### src/sv/mpbm_pkg.sv
// Shared types and codes for the multi-pattern byte matcher.
package mpbm_pkg;

    localparam logic [1:0] FUNC_LOAD  = 2'd0;
    localparam logic [1:0] FUNC_LEN   = 2'd1;
    localparam logic [1:0] FUNC_DATA  = 2'd2;
    localparam logic [1:0] FUNC_START = 2'd3;

    localparam int IN_DATA_W  = 24;
    localparam int OUT_DATA_W = 40;

    typedef struct packed {
        logic       data_en;
        logic       clear;
        logic       load_en;
        logic [2:0] sel;
        logic [5:0] pos;
        logic [7:0] value;
    } t_cell_ctl;

endpackage

### src/sv/mpbm_cell.sv
// One window position: the stream byte held there, its valid bit and that byte of every pattern.
module mpbm_cell
    import mpbm_pkg::*;
#(
    parameter int NUM_PATTERNS = 8,
    parameter int IDX          = 0
) (
    input  logic                         i_clk,
    input  logic                         i_rst_n,
    input  t_cell_ctl                    i_ctl,
    input  logic [7:0]                   i_win,
    input  logic                         i_vld,
    input  logic [NUM_PATTERNS-1:0][7:0] i_cmp,
    output logic [7:0]                   o_win,
    output logic                         o_vld,
    output logic [NUM_PATTERNS-1:0]      o_eq
);

    logic [7:0] r_pat [NUM_PATTERNS];
    logic [7:0] r_win;
    logic       r_vld;
    logic       w_wr;

    assign w_wr = i_ctl.load_en && (int'(i_ctl.pos) == IDX);

    // i_cmp[k] is the window byte lined up with this position of pattern k
    always_comb begin
        for (int k = 0; k < NUM_PATTERNS; k++) begin
            o_eq[k] = (r_pat[k] == i_cmp[k]);
        end
    end

    always_ff @(posedge i_clk) begin
        for (int k = 0; k < NUM_PATTERNS; k++) begin
            if (w_wr && (int'(i_ctl.sel) == k)) begin
                r_pat[k] <= i_ctl.value;
            end
        end
    end

    always_ff @(posedge i_clk) begin
        if (!i_rst_n) begin
            r_win <= '0;
            r_vld <= 1'b0;
        end else if (i_ctl.clear) begin
            r_win <= '0;
            r_vld <= 1'b0;
        end else if (i_ctl.data_en) begin
            r_win <= i_win;
            r_vld <= i_vld;
        end
    end

    assign o_win = r_win;
    assign o_vld = r_vld;

endmodule

### config.mk
export PLATFORM = sky130hd
export DESIGN_NAME = mpbm_cell
export DESIGN_NICKNAME = d
export VERILOG_FILES = /design/src/sv/mpbm_pkg.sv /design/src/sv/mpbm_cell.sv
export SDC_FILE = /design/constraint.sdc
export NUM_CORES = 1
export LEC_CHECK = 0
export BUFFER_PORTS_ARGS = -buffer_cell sky130_fd_sc_hd__buf_2
export CORE_UTILIZATION = 53
export DETAILED_ROUTE_END_ITERATION = 12
export PLACE_DENSITY = 0.85
export RECOVER_POWER = 100
export SLEW_MARGIN = 5
export SYNTH_ARGS = -nofsm -noshare
export SYNTH_HDL_FRONTEND = slang
export SYNTH_SLANG_ARGS = --single-unit
### constraint.sdc
create_clock -name i_clk -period 5.25 [get_ports i_clk]
set_clock_uncertainty 0.1 [all_clocks]
set_input_delay 1.05 -clock i_clk [delete_from_list [all_inputs] [get_ports i_clk]]
set_output_delay 1.05 -clock i_clk [all_outputs]
set_load 0.02 [all_outputs]
# Word level (Yosys, flattened, before mapping)
# Memory sizes are Yosys's and may differ from the RTL's.
# Index checks and enable logic that the tools add are counted.
# op_classes
eq_ne	15
n_bitwise	1
reduce_logical	19
n_mux	37
# ops
operator	n
8-bit == test	8
8-bit 2-to-1 mux	7
8-bit OR reduction	7
1-bit 2-to-1 mux	23
3-bit 2-to-1 mux	7
3-bit == test (second input constant)	4
1-bit logical AND	9
3-bit by 2-bit == test with 1-bit output (second input constant)	2
6-bit logical NOT	1
3-bit by 1-bit == test with 1-bit output (second input constant)	1
3-bit logical NOT	1
2-bit OR reduction	1
1-bit inverter	1
# totals
ramBits	64
in_bits	95
mem_count	1
register_bits	9
# mem_list
name	words	width	rd	rd_ports_with_merged_regs	write_ports	line_no	rtl
r_pat	8	8	8	0	1	mpbm_cell.sv:19	logic [7:0] r_pat [NUM_PATTERNS];

# Longest topological paths before layout
# Gate-level depths: netlist of run 1.
# depth
depth_word	13
depth_mapped	3
depth_no_buf	3

# Least setup slack after synthesis of run 1
# OpenSTA, ideal clock, no wires.
# synth_timing
path_type	input -> output
startpoint	in i_cmp[2] in the netlist's numbering
endpoint	out o_eq[0]
slack_ns	2.516
cell_stages	3
required_time_ns	4.100
t_arrival_ns	1.584
cell_sequence	xnor2_1 -> nand4_1 -> nor2_1
# synth_via
elab_chain_cells	1
# synth_lines
item	line_no	rtl
start: declaration	mpbm_cell.sv:13	input logic [NUM_PATTERNS-1:0][7:0] i_cmp,
8-bit == test	mpbm_cell.sv:29	o_eq[k] = (r_pat[k] == i_cmp[k]);
end: declaration	mpbm_cell.sv:16	output logic [NUM_PATTERNS-1:0] o_eq
# Every way passes these cells.

# Final worst setup path of run 1
# layout_timing
startpoint	in i_cmp[5] in the netlist's numbering
endpoint	out o_eq[0]
# The elaborated chain is that of the path after synthesis.

==> flow_results.xml, run 1 <==
<?xml version="1.0" encoding="UTF-8"?>
<metrics>
  <group name="outcome">
    <metric name="run_status" unit="">complete, no violations</metric>
  </group>
  <group name="finish">
    <metric name="multiInputGateArea" unit="um^2">896</metric>
    <metric name="fin_cells" unit="">394</metric>
    <metric name="finalNetCount" unit="">412</metric>
    <metric name="drive_gt1_share" unit="%">30.4</metric>
    <metric name="final_design_area_no_fill" unit="mm^2">0.00380</metric>
    <metric name="syn2layout_area_growth" unit="%">25.6</metric>
    <metric name="top_library_cells_by_usage_in_the_layout_fill_and_taps_aside" unit="">buf_2 (85), xnor2_1 (64), edfxtp_1 (64)</metric>
    <metric name="mostFrequentLayoutCell" unit="">buf_2</metric>
    <metric name="antenna_cells_inserted" unit="">0</metric>
    <metric name="filler_cell_count" unit="">391</metric>
    <metric name="ff_latch_area" unit="mm^2">0.00210</metric>
  </group>
  <group name="power">
    <metric name="report.power.total" unit="mW">1.13</metric>
    <metric name="cellInternalPower" unit="mW">0.893</metric>
    <metric name="pwr-share-seq" unit="%">56.0</metric>
    <metric name="switching_fraction_of_total_power" unit="%">21.2</metric>
    <metric name="combinationalPowerShare" unit="%">7.8</metric>
    <metric name="power.leakage" unit="nW">1.33</metric>
    <metric name="proportion_of_power_drawn_by_the_clock_network" unit="%">36.2</metric>
    <metric name="irDropWorstVdd" unit="mV">0.207</metric>
    <metric name="power_per_cell_area" unit="mW/mm^2">298</metric>
    <metric name="switchingPower" unit="mW">0.240</metric>
  </group>
  <group name="sta">
    <metric name="setup_repair_after_global_routing_missed_its_margin" unit="">false</metric>
    <metric name="layout_min_cycle_time" unit="ns">2.97</metric>
    <metric name="tightestPinTransition" unit="ns">1.03</metric>
    <metric name="final-hold-violation-count" unit="">0</metric>
    <metric name="timing.final.setup_violations" unit="">0</metric>
    <metric name="max-slew-margin-rel" unit="%">30.7</metric>
    <metric name="layout_worst_path_cycle_share" unit="%">56.6</metric>
    <metric name="finalSetupTns" unit="ns">0</metric>
    <metric name="fmax" unit="MHz">336</metric>
    <metric name="slew_viol_final" unit="">0</metric>
  </group>
  <group name="route">
    <metric name="drt_pre_antenna_iters" unit="">4</metric>
    <metric name="total_via_count_in_the_routed_design" unit="">1931</metric>
    <metric name="antenna_left" unit="">0</metric>
    <metric name="routed_wire_length_per_instance" unit="um">14.9</metric>
    <metric name="drt-initial-drc-count" unit="">127</metric>
    <metric name="drc" unit="">0</metric>
    <metric name="via_per_inst" unit="">4.90</metric>
    <metric name="totalWireLength" unit="um">5880</metric>
  </group>
  <group name="setup_path">
    <metric name="timing.critical_path.required" unit="ns">4.10</metric>
    <metric name="worstPathCellList" unit="">buf_2 &gt; xnor2_1 &gt; nand4_1 &gt; nor2_1 &gt; clkbuf_1</metric>
    <metric name="worstSetupEndpointType" unit="">output port</metric>
    <metric name="critPathArrivalTime" unit="ns">1.82</metric>
    <metric name="critical_path.reg2reg.startpoint" unit="">o_win[2]$_SDFFE_PP0P_</metric>
    <metric name="critical-path-slowest-cell" unit="">clkbuf_1</metric>
    <metric name="critical_path_class" unit="">primary input to output port</metric>
    <metric name="worstSetupStartpoint" unit="">i_cmp[5]</metric>
    <metric name="cpPeakStageDelay" unit="ns">0.23</metric>
    <metric name="startpoint_type" unit="">primary input</metric>
    <metric name="critical_path.max_fanout" unit="">1</metric>
  </group>
  <group name="placed_design">
    <metric name="number_of_buffer_cells_added_on_primary_ports" unit="">111</metric>
    <metric name="placedCellCount" unit="">378</metric>
    <metric name="detailed_place.area" unit="mm^2">0.00366</metric>
    <metric name="routability_cong" unit="">0.747</metric>
    <metric name="dp_hpwl" unit="um">4170</metric>
  </group>
  <group name="floorplan">
    <metric name="fp.dieW" unit="um">77.5</metric>
    <metric name="initial_core_util" unit="%">54.9</metric>
    <metric name="ioPinCount" unit="">112</metric>
    <metric name="num_rows" unit="">27</metric>
    <metric name="fp.coreArea" unit="mm^2">0.00551</metric>
    <metric name="die_h" unit="um">77.5</metric>
    <metric name="die_area" unit="mm^2">0.00601</metric>
  </group>
  <group name="logic_synthesis">
    <metric name="ys_warn_count" unit="">0</metric>
    <metric name="postSynthNetCount" unit="">292</metric>
    <metric name="syn_area_per_cell" unit="um^2">15.3</metric>
    <metric name="synth_top_cell_area_share" unit="%">63.6</metric>
    <metric name="syn_area" unit="mm^2">0.00302</metric>
    <metric name="synth_top_cell_by_area" unit="">edfxtp_1</metric>
    <metric name="synthesis.instances" unit="">197</metric>
    <metric name="top_area_cells_in_the_synthesized_netlist" unit="">edfxtp_1 (64%), xnor2_1 (19%), dfxtp_1 (6.0%)</metric>
    <metric name="yosysUniqueCellTypes" unit="">14</metric>
    <metric name="synth-seq-cells" unit="">73</metric>
    <metric name="yosysSeqAreaShare" unit="%">69.6</metric>
  </group>
  <group name="clock_tree">
    <metric name="insertion_delay_to_the_later_sink_of_the_worst_skew_pair" unit="ns">0.33</metric>
    <metric name="clock_sink_count" unit="">73</metric>
    <metric name="cts_resized" unit="">0</metric>
    <metric name="cts_setup_buffers" unit="">0</metric>
    <metric name="cts_hold_repair.buffers" unit="">0</metric>
    <metric name="clock_input_transition_at_the_sequential_cells_of_the_worst_setup_and_hold_paths" unit="ns">0.07</metric>
    <metric name="cts-buffers-inserted" unit="">9</metric>
    <metric name="root_buffer" unit="">clkbuf_8</metric>
    <metric name="cts_tree" unit="">done</metric>
    <metric name="ctsLongestPathBuffers" unit="">2</metric>
    <metric name="h-tree-depth" unit="">3</metric>
  </group>
  <group name="hold_path">
    <metric name="min-delay-path-class" unit="">register to register</metric>
    <metric name="holdCritStartpoint" unit="">o_vld$_SDFFE_PP0P_</metric>
  </group>
  <group name="global_route">
    <metric name="grt_pass1_vias" unit="">1911</metric>
    <metric name="grt-ovfl-total" unit="">0</metric>
    <metric name="grt_antenna_before_repair" unit="">0</metric>
    <metric name="pin_count_of_the_biggest_net_entering_global_routing" unit="">13</metric>
    <metric name="grt_first_pass_wirelength" unit="um">9230</metric>
    <metric name="gr-usage-all-layers" unit="%">21.3</metric>
  </group>
  <group name="flow_run">
    <metric name="maxCapViolations" unit="">0</metric>
  </group>
</metrics>
==> power groups by stage <==
| stage | Clock [mW] | Sequential [mW] | Combinational, mW |
|---|---|---|---|
| global placement | 0 | 0.647 | 0.0893 |
| floorplan | 0 | 0.650 | 0.0335 |
| detailed placement | 0 | 0.647 | 0.0916 |
| CTS | 0.415 | 0.634 | 0.0924 |
| finish | 0.410 | 0.634 | 0.0886 |
| global route | 0.446 | 0.634 | 0.0966 |
==> critical path: cells and delay by family <==
| kind | cells | cell delay, ns |
|---|---|---|
| buffers and inverters | 2 | 0.34 |
| and+or+nand+nor | 2 | 0.21 |
| xor gates and xnor gates | 1 | 0.22 |
==> synth_stat cells (all sizes together) <==
cell    count
nand2       1
buf         1
nor3        3
nor4b       1
nand3       1
xnor2      64
nor2       23
clkbuf      1
edfxtp     64
mux2i       9
dfxtp       9
nand3b      1
nand2b      3
nand4      16
==> metal layers <==
metal	track usage (%)	part of all wire, %	vias to the layer above
met4	8.87	1.7	0
met2	37.1	51	98
met3	5.53	7.5	11
li1	-	-	950
met1	24.9	40	872
met5	0	0	-
==> logic make-up after synthesis <==
| group | after synthesis | share of synthesized area (%) |
|---|---|---|
| flops | 73 | 69.6 |
| xor+xnor | 64 | 18.6 |
| simple gates | 49 | 8.61 |
| mux | 9 | 2.98 |
| buf+inv | 2 | 0.290 |
==> final cells by class <==
class	count	area share [%]
timing repair buffer	111	13.8
multi-input combinational	122	23.6
tap	72	2.37
clock inverter	7	1.62
clock buffer	9	3.26
sequential	73	55.4
==> worst paths after layout <==
path,to,slack (ns),cells past startpoint
worst max-delay path,o_eq[0],2.28,5
worst min register to register,o_vld$_SDFFE_PP0P_,0.40,2
worst max register to register,o_win[2]$_SDFFE_PP0P_,4.52,2
worst min-delay path,o_vld$_SDFFE_PP0P_,0.40,2
==> stage by stage <==
stage	worst slack, ns	util [%]	hold WS, ns
CTS	2.36	69.8	0.401
global placement	2.34	66.4	0.371
floorplan	2.52	-	0.483
detailed placement	2.23	66.4	0.382
finish	2.28	68.9	0.398
global route	2.20	68.9	0.433
==> registers in the layout (all words and copies together) (netlist names) <==
register	flops
o_vld	1
o_win	8
r_pat	64
Note: power is estimated with default switching activity, not from simulation.
==> run 2: changes to the inputs <==
--- a/config.mk
+++ b/config.mk
@@ -6,9 +6,9 @@
 export NUM_CORES = 1
 export LEC_CHECK = 0
 export BUFFER_PORTS_ARGS = -buffer_cell sky130_fd_sc_hd__buf_2
-export CORE_UTILIZATION = 53
+export CORE_UTILIZATION = 44
 export DETAILED_ROUTE_END_ITERATION = 12
-export PLACE_DENSITY = 0.85
+export PLACE_DENSITY = 0.75
 export RECOVER_POWER = 100
 export SLEW_MARGIN = 5
 export SYNTH_ARGS = -nofsm -noshare
==> constraint.sdc (replaced) <==
create_clock -name i_clk -period 2.7 [get_ports i_clk]
set_clock_uncertainty 0.1 [all_clocks]
set_input_delay 0.54 -clock i_clk [delete_from_list [all_inputs] [get_ports i_clk]]
set_output_delay 0.54 -clock i_clk [all_outputs]
set_load 0.02 [all_outputs]
==> flow_results.xml, run 2 (synthesis results as in run 1) <==
<?xml version="1.0" encoding="UTF-8"?>
<metrics>
  <group name="floorplan">
    <metric name="fp.dieW" unit="um">84.9</metric>
    <metric name="num_rows" unit="">29</metric>
    <metric name="ioPinCount" unit="">112</metric>
    <metric name="die_area" unit="mm^2">0.00720</metric>
    <metric name="fp.coreArea" unit="mm^2">0.00649</metric>
    <metric name="initial_core_util" unit="%">46.5</metric>
    <metric name="die_h" unit="um">84.9</metric>
  </group>
  <group name="setup_path">
    <metric name="critical-path-slowest-cell" unit="">edfxtp_1</metric>
    <metric name="timing.critical_path.required" unit="ns">2.06</metric>
    <metric name="cpPeakStageDelay" unit="ns">0.39</metric>
    <metric name="worstSetupStartpoint" unit="">r_pat[1][31]$_DFFE_PP_</metric>
    <metric name="worstSetupEndpointType" unit="">output port</metric>
    <metric name="critical_path_class" unit="">register to output port</metric>
    <metric name="critical_path.n_buffers_inverters" unit="">1</metric>
    <metric name="critical_path.max_fanout" unit="">1</metric>
    <metric name="worst-r2r-setup-slack" unit="ns">1.96</metric>
    <metric name="r2r.worst_path.cells" unit="">2</metric>
    <metric name="critical_path.reg2reg.startpoint" unit="">o_win[3]$_SDFFE_PP0P_</metric>
    <metric name="rr_endpoint" unit="">o_win[3]$_SDFFE_PP0P_</metric>
    <metric name="startpoint_type" unit="">register</metric>
    <metric name="worst_path_dominant_cell_family" unit="">flip-flops</metric>
    <metric name="critPathArrivalTime" unit="ns">1.41</metric>
    <metric name="worstPathCellList" unit="">xnor2_1 &gt; nand4_1 &gt; nor2_1 &gt; clkbuf_1</metric>
  </group>
  <group name="placed_design">
    <metric name="dp_hpwl" unit="um">4190</metric>
    <metric name="post-place-ws" unit="ns">0.509</metric>
    <metric name="placedCellCount" unit="">388</metric>
    <metric name="routability_cong" unit="">0.761</metric>
    <metric name="number_of_buffer_cells_added_on_primary_ports" unit="">111</metric>
  </group>
  <group name="clock_tree">
    <metric name="clock_input_transition_at_the_sequential_cells_of_the_worst_setup_and_hold_paths" unit="ns">0.08</metric>
    <metric name="clock_sink_count" unit="">73</metric>
    <metric name="cts-buffers-inserted" unit="">9</metric>
    <metric name="cts_tree" unit="">done</metric>
    <metric name="h-tree-depth" unit="">3</metric>
    <metric name="cts_hold_repair.buffers" unit="">0</metric>
    <metric name="insertion_delay_to_the_later_sink_of_the_worst_skew_pair" unit="ns">0.34</metric>
    <metric name="cts_setup_buffers" unit="">0</metric>
    <metric name="ctsLongestPathBuffers" unit="">2</metric>
    <metric name="cts_resized" unit="">0</metric>
    <metric name="root_buffer" unit="">clkbuf_8</metric>
  </group>
  <group name="finish">
    <metric name="drive_gt1_share" unit="%">30.3</metric>
    <metric name="largest_register_ffs" unit="">64</metric>
    <metric name="antenna_cells_inserted" unit="">0</metric>
    <metric name="largest-register" unit="">r_pat</metric>
    <metric name="syn2layout_area_growth" unit="%">28.1</metric>
    <metric name="mostFrequentLayoutCell" unit="">buf_2</metric>
    <metric name="top_library_cells_by_usage_in_the_layout_fill_and_taps_aside" unit="">buf_2 (85), xnor2_1 (64), edfxtp_1 (64)</metric>
    <metric name="finalNetCount" unit="">417</metric>
    <metric name="finished_core_util" unit="%">59.6</metric>
    <metric name="fin_cells" unit="">404</metric>
  </group>
  <group name="hold_path">
    <metric name="timing.hold.worst_endpoint" unit="">o_win[1]$_SDFFE_PP0P_</metric>
    <metric name="timing.hold.worst_path_depth" unit="">3</metric>
    <metric name="holdCritStartpoint" unit="">i_win[1]</metric>
    <metric name="min-delay-path-class" unit="">primary input to register</metric>
  </group>
  <group name="sta">
    <metric name="tightestPinTransition" unit="ns">0.628</metric>
    <metric name="timing.final.ws_setup" unit="ns">0.650</metric>
    <metric name="max-slew-margin-rel" unit="%">58.0</metric>
    <metric name="setup_repair_after_global_routing_missed_its_margin" unit="">false</metric>
    <metric name="fmax" unit="MHz">488</metric>
    <metric name="timing.final.setup_violations" unit="">0</metric>
    <metric name="finalSetupTns" unit="ns">0</metric>
    <metric name="slew_viol_final" unit="">0</metric>
    <metric name="layout_min_cycle_time" unit="ns">2.05</metric>
    <metric name="final-hold-violation-count" unit="">0</metric>
    <metric name="layout_worst_path_cycle_share" unit="%">75.9</metric>
  </group>
  <group name="flow_run">
    <metric name="maxCapViolations" unit="">0</metric>
  </group>
  <group name="outcome">
    <metric name="violations_in_the_final_reports" unit="">DRC</metric>
    <metric name="run_status" unit="">finished, violations left</metric>
  </group>
  <group name="route">
    <metric name="drc" unit="">10</metric>
    <metric name="drt-initial-drc-count" unit="">119</metric>
    <metric name="antenna_left" unit="">0</metric>
    <metric name="totalWireLength" unit="um">5770</metric>
    <metric name="total_via_count_in_the_routed_design" unit="">1918</metric>
    <metric name="drt_pre_antenna_iters" unit="">9</metric>
    <metric name="routed_wire_length_per_instance" unit="um">14.3</metric>
    <metric name="via_per_inst" unit="">4.75</metric>
  </group>
  <group name="global_route">
    <metric name="grt-ovfl-total" unit="">0</metric>
    <metric name="gr-usage-met2" unit="%">28.8</metric>
    <metric name="met1_usage" unit="%">20.7</metric>
    <metric name="pin_count_of_the_biggest_net_entering_global_routing" unit="">13</metric>
    <metric name="grt_pass1_vias" unit="">1906</metric>
    <metric name="grt_antenna_before_repair" unit="">0</metric>
    <metric name="globalRouteMet3Util" unit="%">6.42</metric>
    <metric name="top_usage_layer" unit="">met2</metric>
    <metric name="gr-usage-all-layers" unit="%">17.7</metric>
    <metric name="grt_first_pass_wirelength" unit="um">9090</metric>
  </group>
  <group name="power">
    <metric name="pwr-share-seq" unit="%">51.4</metric>
    <metric name="combinationalPowerShare" unit="%">7.1</metric>
    <metric name="power_per_cell_area" unit="mW/mm^2">620</metric>
    <metric name="switchingPower" unit="mW">0.469</metric>
    <metric name="report.power.total" unit="mW">2.40</metric>
    <metric name="proportion_of_power_drawn_by_the_clock_network" unit="%">41.5</metric>
    <metric name="power.leakage" unit="nW">1.36</metric>
    <metric name="irDropWorstVdd" unit="mV">0.337</metric>
    <metric name="switching_fraction_of_total_power" unit="%">19.6</metric>
    <metric name="cellInternalPower" unit="mW">1.93</metric>
  </group>
</metrics>
run 2: changes by cell type in the layout (fill, tap and decap cells not counted), sizes merged:
| cell | delta |
|---|---|
| bufinv | +2 |
| clkbuf | +6 |
| clkinv | -2 |
| clkinvlp | -1 |
run 2: worst max path at each step:
| stage | to | cells past startpoint |
|---|---|---|
| 5_1_grt | o_eq[7] | 4 |
| 4_1_cts | o_eq[7] | 4 |
| 3_3_place_gp | r_pat[0][28]$_DFFE_PP_ | 4 |
| 3_5_place_dp | r_pat[0][28]$_DFFE_PP_ | 4 |
| 2_1_floorplan | r_pat[0][16]$_DFFE_PP_ | 3 |
| 6_report | o_eq[7] | 4 |
run 2: worst min-delay path: cells and delay by family:
family                 cells  cell delay, ns
muxes                      1            0.05
buffers and inverters      1            0.08
and+or+nand+nor            1            0.07
run 2: power by group through the flow:
stage	Combinational, mW	Sequential [mW]	Clock [mW]
after global routing	0.188	1.23	1.06
after global placement	0.174	1.26	0
after CTS	0.179	1.23	1.01
after detailed placement	0.178	1.26	0
final	0.171	1.23	0.995
after floorplan	0.0651	1.26	0
run 2: metal layers:
metal / share of wire (%) / vias up / wire length (um)
met4: 2.8 / 0 / 162
met5: 0 / - / 0
met1: 42 / 852 / 2430
met2: 46 / 90 / 2670
met3: 8.6 / 17 / 498
li1: - / 959 / -
run 2: cell type report:
class / count / area, um^2
clock buffer: 10 / 128
clock inverter: 6 / 106
fill: 532 / 2630
multi-input combinational: 122 / 896
sequential: 73 / 2100
tap: 77 / 96.3
timing repair buffer: 116 / 542
run 2: metrics by stage:
step | area, um^2 | hold slack (ns)
CTS | 3940 | 0.317
global route | 3870 | 0.333
global placement | 3700 | 0.369
detailed placement | 3700 | 0.378
finish | 3870 | 0.329
floorplan | 3020 | 0.483
